<file path="src/hdl/dec_pkg.sv">
// Shared types and constants for the depth edge classifier.
`default_nettype none

package dec_pkg;

  // Field and counter widths
  localparam int DEPTH_W    = 16;
  localparam int WORD_W     = DEPTH_W + 1;   // valid bit on top of the depth
  localparam int COUNT_W    = 10;            // full-frame position counters
  localparam int HALF_W     = 9;             // halved-image coordinates
  localparam int CFG_DIM_W  = 11;            // width / height registers
  localparam int MIN_DIM    = 6;
  localparam int MAX_HEIGHT = 1024;

  // Output FIFO
  localparam int FIFO_DEPTH = 4;
  localparam int FIFO_PTR_W = 2;
  localparam int FIFO_CNT_W = 3;

  // Register map (index = paddr[3:2])
  localparam logic [1:0] REG_FRAME_WIDTH    = 2'd0;
  localparam logic [1:0] REG_FRAME_HEIGHT   = 2'd1;
  localparam logic [1:0] REG_EDGE_THRESHOLD = 2'd2;

  typedef logic [WORD_W-1:0] word_t;

  typedef enum logic [1:0] {
    CLS_SURFACE = 2'd0,
    CLS_EDGE    = 2'd1,
    CLS_SHADOW  = 2'd2,
    CLS_INVALID = 2'd3
  } class_t;

  // Center and its four neighbors
  typedef struct packed {
    word_t c;
    word_t up;
    word_t dn;
    word_t lf;
    word_t rt;
  } nbr_t;

  // Position data that follows a pixel down the pipe
  typedef struct packed {
    logic              frame_last;
    logic [HALF_W-1:0] out_row;
    logic [HALF_W-1:0] out_col;
  } meta_t;

  typedef struct packed {
    logic              frame_last;
    class_t            pixel_class;
    logic [HALF_W-1:0] out_row;
    logic [HALF_W-1:0] out_col;
  } res_t;

endpackage

`default_nettype wire

</file>
<file path="src/hdl/dec_out_fifo.sv">
// Small result FIFO that decouples the pipeline from output backpressure.
`default_nettype none

module dec_out_fifo
  import dec_pkg::*;
(
  input  wire logic                  clk,
  input  wire logic                  rst_n,
  input  wire logic                  push,
  input  wire res_t                  push_data,
  input  wire logic                  pop_ready,
  output logic                       pop_valid,
  output res_t                       pop_data,
  output logic [FIFO_CNT_W-1:0]      count
);

  res_t                  entry_r [FIFO_DEPTH];
  logic [FIFO_PTR_W-1:0] wr_ptr_r;
  logic [FIFO_PTR_W-1:0] rd_ptr_r;
  logic [FIFO_CNT_W-1:0] count_r;
  logic                  pop;

  assign pop       = pop_valid && pop_ready;
  assign pop_valid = (count_r != '0);
  assign pop_data  = entry_r[rd_ptr_r];
  assign count     = count_r;

  always_ff @(posedge clk) begin
    if (push) begin
      entry_r[wr_ptr_r] <= push_data;
    end
  end

  always_ff @(posedge clk) begin
    if (!rst_n) begin
      wr_ptr_r <= '0;
      rd_ptr_r <= '0;
      count_r  <= '0;
    end else begin
      if (push) begin
        wr_ptr_r <= wr_ptr_r + 1'b1;
      end
      if (pop) begin
        rd_ptr_r <= rd_ptr_r + 1'b1;
      end
      unique case ({push, pop})
        2'b10:   count_r <= count_r + 1'b1;
        2'b01:   count_r <= count_r - 1'b1;
        default: count_r <= count_r;
      endcase
    end
  end

endmodule

`default_nettype wire

</file>
<file path="config.mk">
export PLATFORM = sky130hd
export DESIGN_NAME = dec_out_fifo
export DESIGN_NICKNAME = d
export VERILOG_FILES = /design/src/hdl/dec_pkg.sv /design/src/hdl/dec_out_fifo.sv
export SDC_FILE = /design/constraint.sdc
export NUM_CORES = 1
export LEC_CHECK = 0
export BUFFER_PORTS_ARGS = -buffer_cell sky130_fd_sc_hd__clkbuf_2
export CAP_MARGIN = 20
export CORE_MARGIN = 1
export CORE_UTILIZATION = 35
export CTS_BUF_LIST = sky130_fd_sc_hd__clkbuf_2
export CTS_CLUSTER_DIAMETER = 50
export DETAILED_ROUTE_END_ITERATION = 10
export PLACE_DENSITY = 0.62
export SLEW_MARGIN = 20
export SYNTH_ARGS = -nofsm -noshare
export SYNTH_HDL_FRONTEND = slang
export SYNTH_SLANG_ARGS = --single-unit
</file>
<file path="constraint.sdc">
create_clock -name clk -period 6.9 [get_ports clk]
set_clock_uncertainty 0.2 [all_clocks]
set_input_delay 2.07 -clock clk [delete_from_list [all_inputs] [get_ports clk]]
set_output_delay 2.07 -clock clk [all_outputs]
set_load 0.05 [all_outputs]
</file>
==> impl_results.md <==
* Status: completed
* Drt first pass iters at 4
* Worst-margin pin slew at 1030 ps
* Max layer used: met4
* H-tree depth at 3
* Setup TNS at 0 ps
* IO Pins at 50
* Ys Warns at 0
* Seq pwr share at roughly half
* CTS tree: built
* FMAX at 220 MHz
* Comb pwr share at 28.2%
* Detail Route Antenna Nets at 0
* Seq/Total Area, Yosys at 77.3%
* Cts hold-fix bufs at 0
* Vias in the first global route at 1779
* Hpwl dp at 3.48 mm
* Met2 wire length at 2.84 mm
* Switching Share at 35.0%
* Post-Syn Nets at 186
* Clk_lat worst skew at around 500 ps
* Worst-path clk slew at 230 ps
* Via count at 1578
* Setup-failing EPs final at 0
* DRC Markers at 0
* Port Buffers at between 40 and 50
* Worst hold path class: reg2reg
* Crit path capture type: output port
* Area Growth Syn to Fin at 14.9%
* Fin crit share at between 60% and 70%
* Crit path launch type: flip-flop
* Nets@finish at 242
* CTS sink cnt at 93
* Final max-slew violation count at 0
* Placed Area at ~0.0039 mm2
* Ant diodes at 0
* Post-synth top area cell: edfxtp_1
* Post-layout util at between 40% and 50%
* Fill count at 893
* Fin cells at 349
* Tmin final at 4550 ps
* CTS Buf Count at 9
* Worst Path Required at 4630 ps
* Antenna violations before repair at 0
* Final Cell Area at 0.00402 mm2
* Worst slew margin at 31.2%
* Drt initial violations at 48
* WL/cell at 16.2 um
* Int Pwr at 0.000901 W
* Die span in x at 102 um
* Seq cells post-synth at 93
* Crit path max fanout at 21
* Synth area leaders: edfxtp_1, mux4_2, dfxtp_1
* PD cells at 345 mW/mm2
* Post-synth cell types at 20
* Die Y at 102 um
* First-pass GRT wire length at 9.13 mm
* Post-synth top area share at 72.1%
* Root buffer cell: clkbuf_2
* Peak VDD IR at 0.313 mV
* Post-cts resize count at 0
* Setup bufs post-CTS at 0
* GPL Wtd Cong at about 0.67
* Switching power total at 0.000484 W
* Starting density of the core at 36.0%
* Total global-route track usage at 12.3%
* MaxCap Viol Count at 0
* Critical path class: reg2out
* RSZ-0062 raised after global routing: false
* Crit path DAT at approximately 2300 ps
* Leakage at approximately 1.4 nW
* Clk network pwr share at 20.9%
* Mapped Area at roughly 0.0035 mm2
* Vias per std cell at 4.52
* Routed wire length at 5.64 mm
* Die area at 0.0104 mm2
* Final Hold Vio Count at 0
* DP Cell Count at 333
* Syn avg cell area at 22.6 um2
* Largest net degree at the start of global routing at 22
* M1 WL at about 2.4 mm
* Multi-input gate area at 746 um2
* Grt ovf at 0
* Max Root-Sink Buffers at 2
* Row cnt at 36
* WL met3 at 324 um
* Mapped Cells at 155
* Placeable Area at 0.00973 mm2
* FF/Latch Area at around 0.0027 mm2
* Layout cells sized above 1 at 41.2%
## final timing paths
kind | startpoint | to | slack, ps | cells after the start
max reg2reg | count[0]$_SDFFE_PN0P_ | count[2]$_SDFFE_PN0P_ | 4680 | 7
max | flip-flop | pop_data[15] | 2350 | 2
min reg2reg | wr_ptr_r[1]$_SDFFE_PN0P_ | wr_ptr_r[1]$_SDFFE_PN0P_ | 390 | 2
min | wr_ptr_r[1]$_SDFFE_PN0P_ | wr_ptr_r[1]$_SDFFE_PN0P_ | 390 | 2
## logic make-up after synthesis
| group | after synthesis | synth area share [%] |
|---|---|---|
| flops | 93 | 77.3 |
| mux | 22 | 13.9 |
| simple gates | 14 | 2.43 |
| buf+inv | 10 | 1.57 |
| fa+ha+maj | 6 | 2.36 |
| compound gates | 5 | 1.22 |
| xor+xnor | 5 | 1.25 |
## critical path, stage by stage, from the launching register on
cell	delay (ps)
dfxtp_2	880
mux4_1	630
clkbuf_2	270
## placed cells by master (no fill, tap or decap)
cell and n:
or3_1 2, fa_1 1, bufinv_16 2, mux2i_1 1
xnor2_1 3, nand2_1 1, o311ai_2 1, xor2_1 2
o21ai_0 2, o31a_1 1, clkbuf_2 58, and2_2 4
a21boi_0 1, clkinvlp_4 3, nor2b_1 3, inv_1 6
dfxtp_1 8, dfxtp_2 1, clkinv_1 2, ha_1 5
and2_1 4, edfxtp_1 84, mux4_2 20, mux4_1 1
## registers in the layout, summed over array words and instances (netlist names), named ones only
signal    flops
count         3
entry_r      84
rd_ptr_r      2
wr_ptr_r      2
## Yosys cell counts, drive strengths merged
master	instances
o21ai	2
o311ai	1
ha	5
o31a	1
mux4	21
or3	2
nor2b	3
buf	4
a21boi	1
fa	1
inv	6
edfxtp	84
nand2	1
and2	8
mux2i	1
xor2	2
xnor2	3
dfxtp	9
## power by group through the flow
stage | Combinational (W) | Clock, W | Sequential (W)
2_1_floorplan | 0.000325 | 0 | 0.000707
3_5_place_dp | 0.000396 | 0 | 0.000722
5_1_grt | 0.000414 | 0.000323 | 0.000715
6_report | 0.000391 | 0.000290 | 0.000705
3_3_place_gp | 0.000393 | 0 | 0.000720
4_1_cts | 0.000396 | 0.000298 | 0.000709
## stage by stage
step | power, W | setup slack [ps] | hold slack, ps
floorplan | 0.00103 | 3240 | 328
global placement | 0.00111 | 2840 | 338
detailed placement | 0.00112 | 2850 | 360
CTS | 0.00140 | 2230 | 387
global route | 0.00145 | 2110 | 409
finish | 0.00139 | 2350 | 387
## per-layer routing
layer  vias up  track usage [%]
li1        738                -
met1       799             14.8
met2        32             20.6
met3         9             3.97
met4         0             5.27
met5         -                0
## final cells by class
class	instances	area share, %
Multi-Input combinational cell	52	18.6
Sequential cell	93	67.3
Clock buffer	9	1.12
Inverter	6	0.560
Tap cell	133	4.14
Clock inverter	7	2.24
Timing Repair Buffer	49	6.10
(Power assumes the default switching activity.)
