$ cat src/hdl/dec_pkg.sv
// Shared types and constants for the depth edge classifier.
`default_nettype none

package dec_pkg;

  // Field and counter widths
  localparam int DEPTH_W    = 16;
  localparam int WORD_W     = DEPTH_W + 1;   // valid bit on top of the depth
  localparam int COUNT_W    = 10;            // full-frame position counters
  localparam int HALF_W     = 9;             // halved-image coordinates
  localparam int CFG_DIM_W  = 11;            // width / height registers
  localparam int MIN_DIM    = 6;
  localparam int MAX_HEIGHT = 1024;

  // Output FIFO
  localparam int FIFO_DEPTH = 4;
  localparam int FIFO_PTR_W = 2;
  localparam int FIFO_CNT_W = 3;

  // Register map (index = paddr[3:2])
  localparam logic [1:0] REG_FRAME_WIDTH    = 2'd0;
  localparam logic [1:0] REG_FRAME_HEIGHT   = 2'd1;
  localparam logic [1:0] REG_EDGE_THRESHOLD = 2'd2;

  typedef logic [WORD_W-1:0] word_t;

  typedef enum logic [1:0] {
    CLS_SURFACE = 2'd0,
    CLS_EDGE    = 2'd1,
    CLS_SHADOW  = 2'd2,
    CLS_INVALID = 2'd3
  } class_t;

  // Center and its four neighbors
  typedef struct packed {
    word_t c;
    word_t up;
    word_t dn;
    word_t lf;
    word_t rt;
  } nbr_t;

  // Position data that follows a pixel down the pipe
  typedef struct packed {
    logic              frame_last;
    logic [HALF_W-1:0] out_row;
    logic [HALF_W-1:0] out_col;
  } meta_t;

  typedef struct packed {
    logic              frame_last;
    class_t            pixel_class;
    logic [HALF_W-1:0] out_row;
    logic [HALF_W-1:0] out_col;
  } res_t;

endpackage

`default_nettype wire

$ cat src/hdl/dec_classify.sv
// Min/max over the neighborhood, then threshold compare into a class.
`default_nettype none

module dec_classify
  import dec_pkg::*;
(
  input  wire logic               clk,
  input  wire logic               rst_n,
  input  wire logic               in_valid,
  input  wire nbr_t               nbr,
  input  wire meta_t              meta,
  input  wire logic [DEPTH_W-1:0] threshold,
  output logic                    res_valid,
  output res_t                    res
);

  function automatic logic [DEPTH_W-1:0] min16(input logic [DEPTH_W-1:0] a,
                                               input logic [DEPTH_W-1:0] b);
    return (a < b) ? a : b;
  endfunction

  function automatic logic [DEPTH_W-1:0] max16(input logic [DEPTH_W-1:0] a,
                                               input logic [DEPTH_W-1:0] b);
    return (a > b) ? a : b;
  endfunction

  logic [DEPTH_W-1:0] cd;
  logic [DEPTH_W-1:0] lo_up, lo_dn, lo_lf, lo_rt;
  logic [DEPTH_W-1:0] hi_up, hi_dn, hi_lf, hi_rt;
  logic [DEPTH_W-1:0] lo_all, hi_all;

  logic               s2_valid_r;
  meta_t              s2_meta_r;
  logic               s2_cvalid_r;
  logic [DEPTH_W-1:0] s2_cd_r;
  logic [DEPTH_W-1:0] s2_lo_r;
  logic [DEPTH_W-1:0] s2_hi_r;
  class_t             cls;

  // Invalid neighbors fall back to the center so they drop out
  always_comb begin
    cd    = nbr.c[DEPTH_W-1:0];
    lo_up = nbr.up[DEPTH_W] ? nbr.up[DEPTH_W-1:0] : cd;
    lo_dn = nbr.dn[DEPTH_W] ? nbr.dn[DEPTH_W-1:0] : cd;
    lo_lf = nbr.lf[DEPTH_W] ? nbr.lf[DEPTH_W-1:0] : cd;
    lo_rt = nbr.rt[DEPTH_W] ? nbr.rt[DEPTH_W-1:0] : cd;
    hi_up = lo_up;
    hi_dn = lo_dn;
    hi_lf = lo_lf;
    hi_rt = lo_rt;
    lo_all = min16(min16(min16(lo_up, lo_dn), min16(lo_lf, lo_rt)), cd);
    hi_all = max16(max16(max16(hi_up, hi_dn), max16(hi_lf, hi_rt)), cd);
  end

  always_ff @(posedge clk) begin
    if (!rst_n) begin
      s2_valid_r <= 1'b0;
    end else begin
      s2_valid_r <= in_valid;
    end
  end

  always_ff @(posedge clk) begin
    if (in_valid) begin
      s2_meta_r   <= meta;
      s2_cvalid_r <= nbr.c[DEPTH_W];
      s2_cd_r     <= cd;
      s2_lo_r     <= lo_all;
      s2_hi_r     <= hi_all;
    end
  end

  // Shadow edge takes precedence over edge
  always_comb begin
    priority if (!s2_cvalid_r) begin
      cls = CLS_INVALID;
    end else if ((s2_cd_r - s2_lo_r) > threshold) begin
      cls = CLS_SHADOW;
    end else if ((s2_hi_r - s2_cd_r) > threshold) begin
      cls = CLS_EDGE;
    end else begin
      cls = CLS_SURFACE;
    end
  end

  assign res_valid       = s2_valid_r;
  assign res.frame_last  = s2_meta_r.frame_last;
  assign res.pixel_class = cls;
  assign res.out_row     = s2_meta_r.out_row;
  assign res.out_col     = s2_meta_r.out_col;

endmodule

`default_nettype wire

$ cat config.mk
export PLATFORM = sky130hd
export DESIGN_NAME = dec_classify
export DESIGN_NICKNAME = d
export VERILOG_FILES = /design/src/hdl/dec_pkg.sv /design/src/hdl/dec_classify.sv
export SDC_FILE = /design/constraint.sdc
export NUM_CORES = 1
export LEC_CHECK = 0
export BUFFER_PORTS_ARGS = -buffer_cell sky130_fd_sc_hd__clkbuf_2
export CORE_UTILIZATION = 52
export CTS_BUF_LIST = sky130_fd_sc_hd__clkbuf_8 sky130_fd_sc_hd__clkbuf_16
export CTS_CLUSTER_SIZE = 28
export DETAILED_ROUTE_END_ITERATION = 8
export PLACE_DENSITY = 0.74
export SYNTH_ARGS = -nofsm -noshare
export SYNTH_HDL_FRONTEND = slang
export SYNTH_SLANG_ARGS = --single-unit
$ cat constraint.sdc
create_clock -name clk -period 10.9 [get_ports clk]
set_input_delay 1.09 -clock clk [delete_from_list [all_inputs] [get_ports clk]]
set_output_delay 1.09 -clock clk [all_outputs]
set_load 0.01 [all_outputs]
==> results.md <==
- The worst setup path is launched from an input pin.
- The number of setup buffers added after CTS is 0.
- Adding up every negative setup slack in the final design gives 0 ns.
- The startpoint identified for the worst hold timing path is meta[8].
- Across the run, the number of max-cap violations was 0.
- The number of cells in the finished layout apart from fillers is 1389.
- The via count of the first global-routing pass came to 7816.
- Counting every sink on the clock net gives 69.
- The boundary pin count is 145.
- In the layout the commonest cells are ha_1 (156), inv_1 (145), clkbuf_2 (144), nand2_1 (84), o21ai_0 (80).
- Clock-pin slew was measured on the worst setup and hold paths at 0.06 ns.
- In this design, the largest share of critical-path delay is due to compound AO/OA/AOI/OAI gates.
- The synthesized netlist net count is 1315.
- TritonCTS created 9 clock buffers.
- The leading cell type in the layout, fill and taps excluded is ha_1.
- The synthesized design contains 69 register bits.
- The first global-routing pass estimated 38.1 mm of wire.
- Of all nets on the critical path, the largest fanout is 31.
- In the routed layout, each cell is associated on average with a via count of 5.86.
- The detail route stage leaves a number of antenna-violating nets equal to 0.
- The analysis attributes to net switching a power of 0.000818 W.
- At the placement stage, the worst setup path has a slack of 1.66 ns.
- The clock passes through at most 2 buffers.
- The power share of the clock group is 15.5%.
- The minimum hold slack is 0.932 ns.
- At the pin with the least slew margin, the transition time is 1.00 ns.
- The final count of negative-setup-slack endpoints is 0.
- In the final layout, flip-flops and latches occupy 0.00206 mm^2.
- The top achievable clock speed is 111 MHz.
- The total congestion overflow after global routing is 0.
- The slowest stage of the critical path is the o31ai_4 cell.
- The area growth from synthesis to layout is 13.5%.
- The height of the chip is 134 um.
- The net total in the final layout is 1445.
- The number of endpoints with negative hold slack in the final report was 0.
- After filler insertion, the fill cell instance count of the layout stands at 1498.
- The largest single stage delay on the critical path is 0.91 ns.
- The placed wire-length estimate is 20.0 mm.
- The total die area is 0.0180 mm^2.
- The share of total power consumed by net switching is 41.7%.
- The ratio of cells with drive above 1 in the final layout is 18.8%.
- Yosys mapped a number of flops with a built-in enable equal to 68.
- The TritonCTS clock tree is built.
- The initial core utilization is 54.0%.
- The average instance area after synthesis is 8.79 um^2.
- The number of hold buffers added after CTS was 0.
- 0 antenna diodes ended up in the layout.
- The worst path required time is 10.97 ns.
- The data arrival time at the worst-slack endpoint is 9.11 ns.
- The count of synthesis-stage warnings from yosys is 0.
- The routed layout has 8146 vias.
- The root buffer cell chosen for the clock tree is clkbuf_16.
- The path class of the tightest hold or removal check is in2reg.
- The die outline width is 134 um.
- Once placement completed, the tool counted placed cells totaling 1373.
- The number of unique standard cell types used by synthesis is 66.
- The maximum vdd drop is 0.0999 mV.
- In this run, the number of DRC markers left after iteration 0 of detailed routing was 519.
- The share of total power dissipated in combinational logic is 64.9%.
- The number of buffers inserted by port buffering is 144.
- The floorplan has 47 rows.
- In this run, flip-flops and latches consume 19.6% of the power.
- The cell area power density is 190 mW/mm^2.
- The global placement routability congestion is 0.999.
- In the final layout, the multi-input gates occupy 0.00634 mm^2.
- Entering global routing, the biggest net connects 70 pins.
- The post-synthesis async set-or-reset flop share is 0%.
- The first-pass detailed-route iteration total is 5.
- The headroom to the max-slew limit is 33.3%.
- The worst hold path cell count is 1.
- The per-cell routed wire length is 17.5 um.
- The number of antenna violations at the first check in global routing is 0.
- The max-slew violation count is 0.
- Setup repair after global routing left no endpoint under its margin.
- The number of buffers and inverters on the critical path is 4.
- The endpoint of the worst hold-timing path is res[8].
- The flow ran to the end, and the final reports show no timing, DRC or antenna violations.
- For this run, design rule violations remaining after detail routing come to 0.
- After clock tree synthesis, the repair step resized 0 gates.
- Setup slack on the critical path of the routed design comes to 1.86 ns.
- The portion of the clock cycle consumed by the worst path in the final layout is 82.9%.
- In this run the standard cell core region covers 0.0168 mm^2.
- After synthesis, flip-flops and latches occupy 22.7% of the total area.
- The worst setup path is captured at a register.
- The total routing resource utilization after global routing is 26.9%.
- Counting I/O delays and the setup requirement, the final critical path takes 9.04 ns.
- Synthesis produced 1034 cells.
- The most used flip-flop cell after synthesis is edfxtp_1.
- The analysis attributes to cell leakage a power of 5.21 nW.
- The count of H-tree levels built during CTS is 3.
- The post-synthesis instance area is 0.00908 mm^2.
- The internal portion of the total power is 0.00114 W.
- The setup path with the least slack is of type in2reg.
- The final layout contains routed wiring with a total length of 24.2 mm.
power by group through the flow:
stage | clock, W | combinational (W) | sequential (W)
finish | 0.000304 | 0.00127 | 0.000384
CTS | 0.000308 | 0.00126 | 0.000384
global placement | 0 | 0.00122 | 0.000389
floorplan | 0 | 0.000958 | 0.000385
detailed placement | 0 | 0.00125 | 0.000390
global route | 0.000316 | 0.00141 | 0.000389
cell usage after synthesis (all sizes together), types with 4 or more instances:
cell	instances	area (um^2)
a211oi	21	163
a21boi	5	37.5
a21o	32	240
a21oi	38	201
a31oi	5	31.3
and2	4	25.0
and3	7	43.8
buf	13	90.1
clkbuf	19	71.3
edfxtp	68	2040
ha	156	1950
inv	143	537
mux2	37	450
mux2i	79	803
nand2	84	315
nand2b	4	25.0
nand3	21	110
nand4	22	138
nor2	31	116
nor2b	11	68.8
nor3	5	25.0
nor4	19	119
o211ai	8	60.1
o21a	14	105
o21ai	82	410
o22ai	17	106
o31ai	5	42.5
or2	4	25.0
or3	21	171
xnor2	17	149
xor2	6	52.6
cell families (layout without fill, tap and decap cells):
kind of cell,Yosys count,in the layout,share of synthesized area [%]
AND/OR/NAND/NOR,239,239,13.6
adder cells (fa/ha/maj),158,158,21.9
AO/OA/AOI/OAI,254,254,18.1
flip-flops,69,69,22.7
buffers and inverters,175,310,7.68
multiplexers,116,116,13.8
XOR/XNOR,23,23,2.22
per-layer routing:
metal,up-vias,share of wire (%),track usage [%]
met2,294,47,46.4
met3,48,5.2,2.80
met1,3738,44,33.8
met5,-,0,0
met4,0,3.6,12.1
li1,4066,-,-
sequential cells by signal, summed over array words and instances (netlist names):
signal	cells
res	19
res_valid	1
s2_cd_r	16
s2_cvalid_r	1
s2_hi_r	16
s2_lo_r	16
worst max-delay path by stage:
stage | from | end | slack [ns] | cells past startpoint
CTS | nbr[16] | s2_hi_r[6] | 1.99 | 28
floorplan | nbr[50] | s2_hi_r[10] | 3.04 | 33
global placement | nbr[16] | s2_hi_r[1] | 1.77 | 28
detailed placement | nbr[16] | s2_hi_r[4] | 1.66 | 28
global route | nbr[16] | s2_hi_r[6] | 1.32 | 28
finish | nbr[67] | s2_hi_r[6] | 1.86 | 28
through the flow:
stage	instance area, um^2	util, %	power [W]
5_1_grt	10300	61.3	0.00212
3_5_place_dp	9990	59.4	0.00164
6_report	10300	61.3	0.00196
2_1_floorplan	9080	-	0.00134
3_3_place_gp	9990	59.4	0.00161
4_1_cts	10300	61.3	0.00196
layout make-up:
class	instances	area share, %
multi-input combinational	790	61.5
clock buffer	10	2.32
inverter	143	5.21
tap	220	2.67
sequential	69	20.0
clock inverter	6	0.789
timing repair buffer	151	7.50
Note: power is estimated with default switching activity, not from simulation.
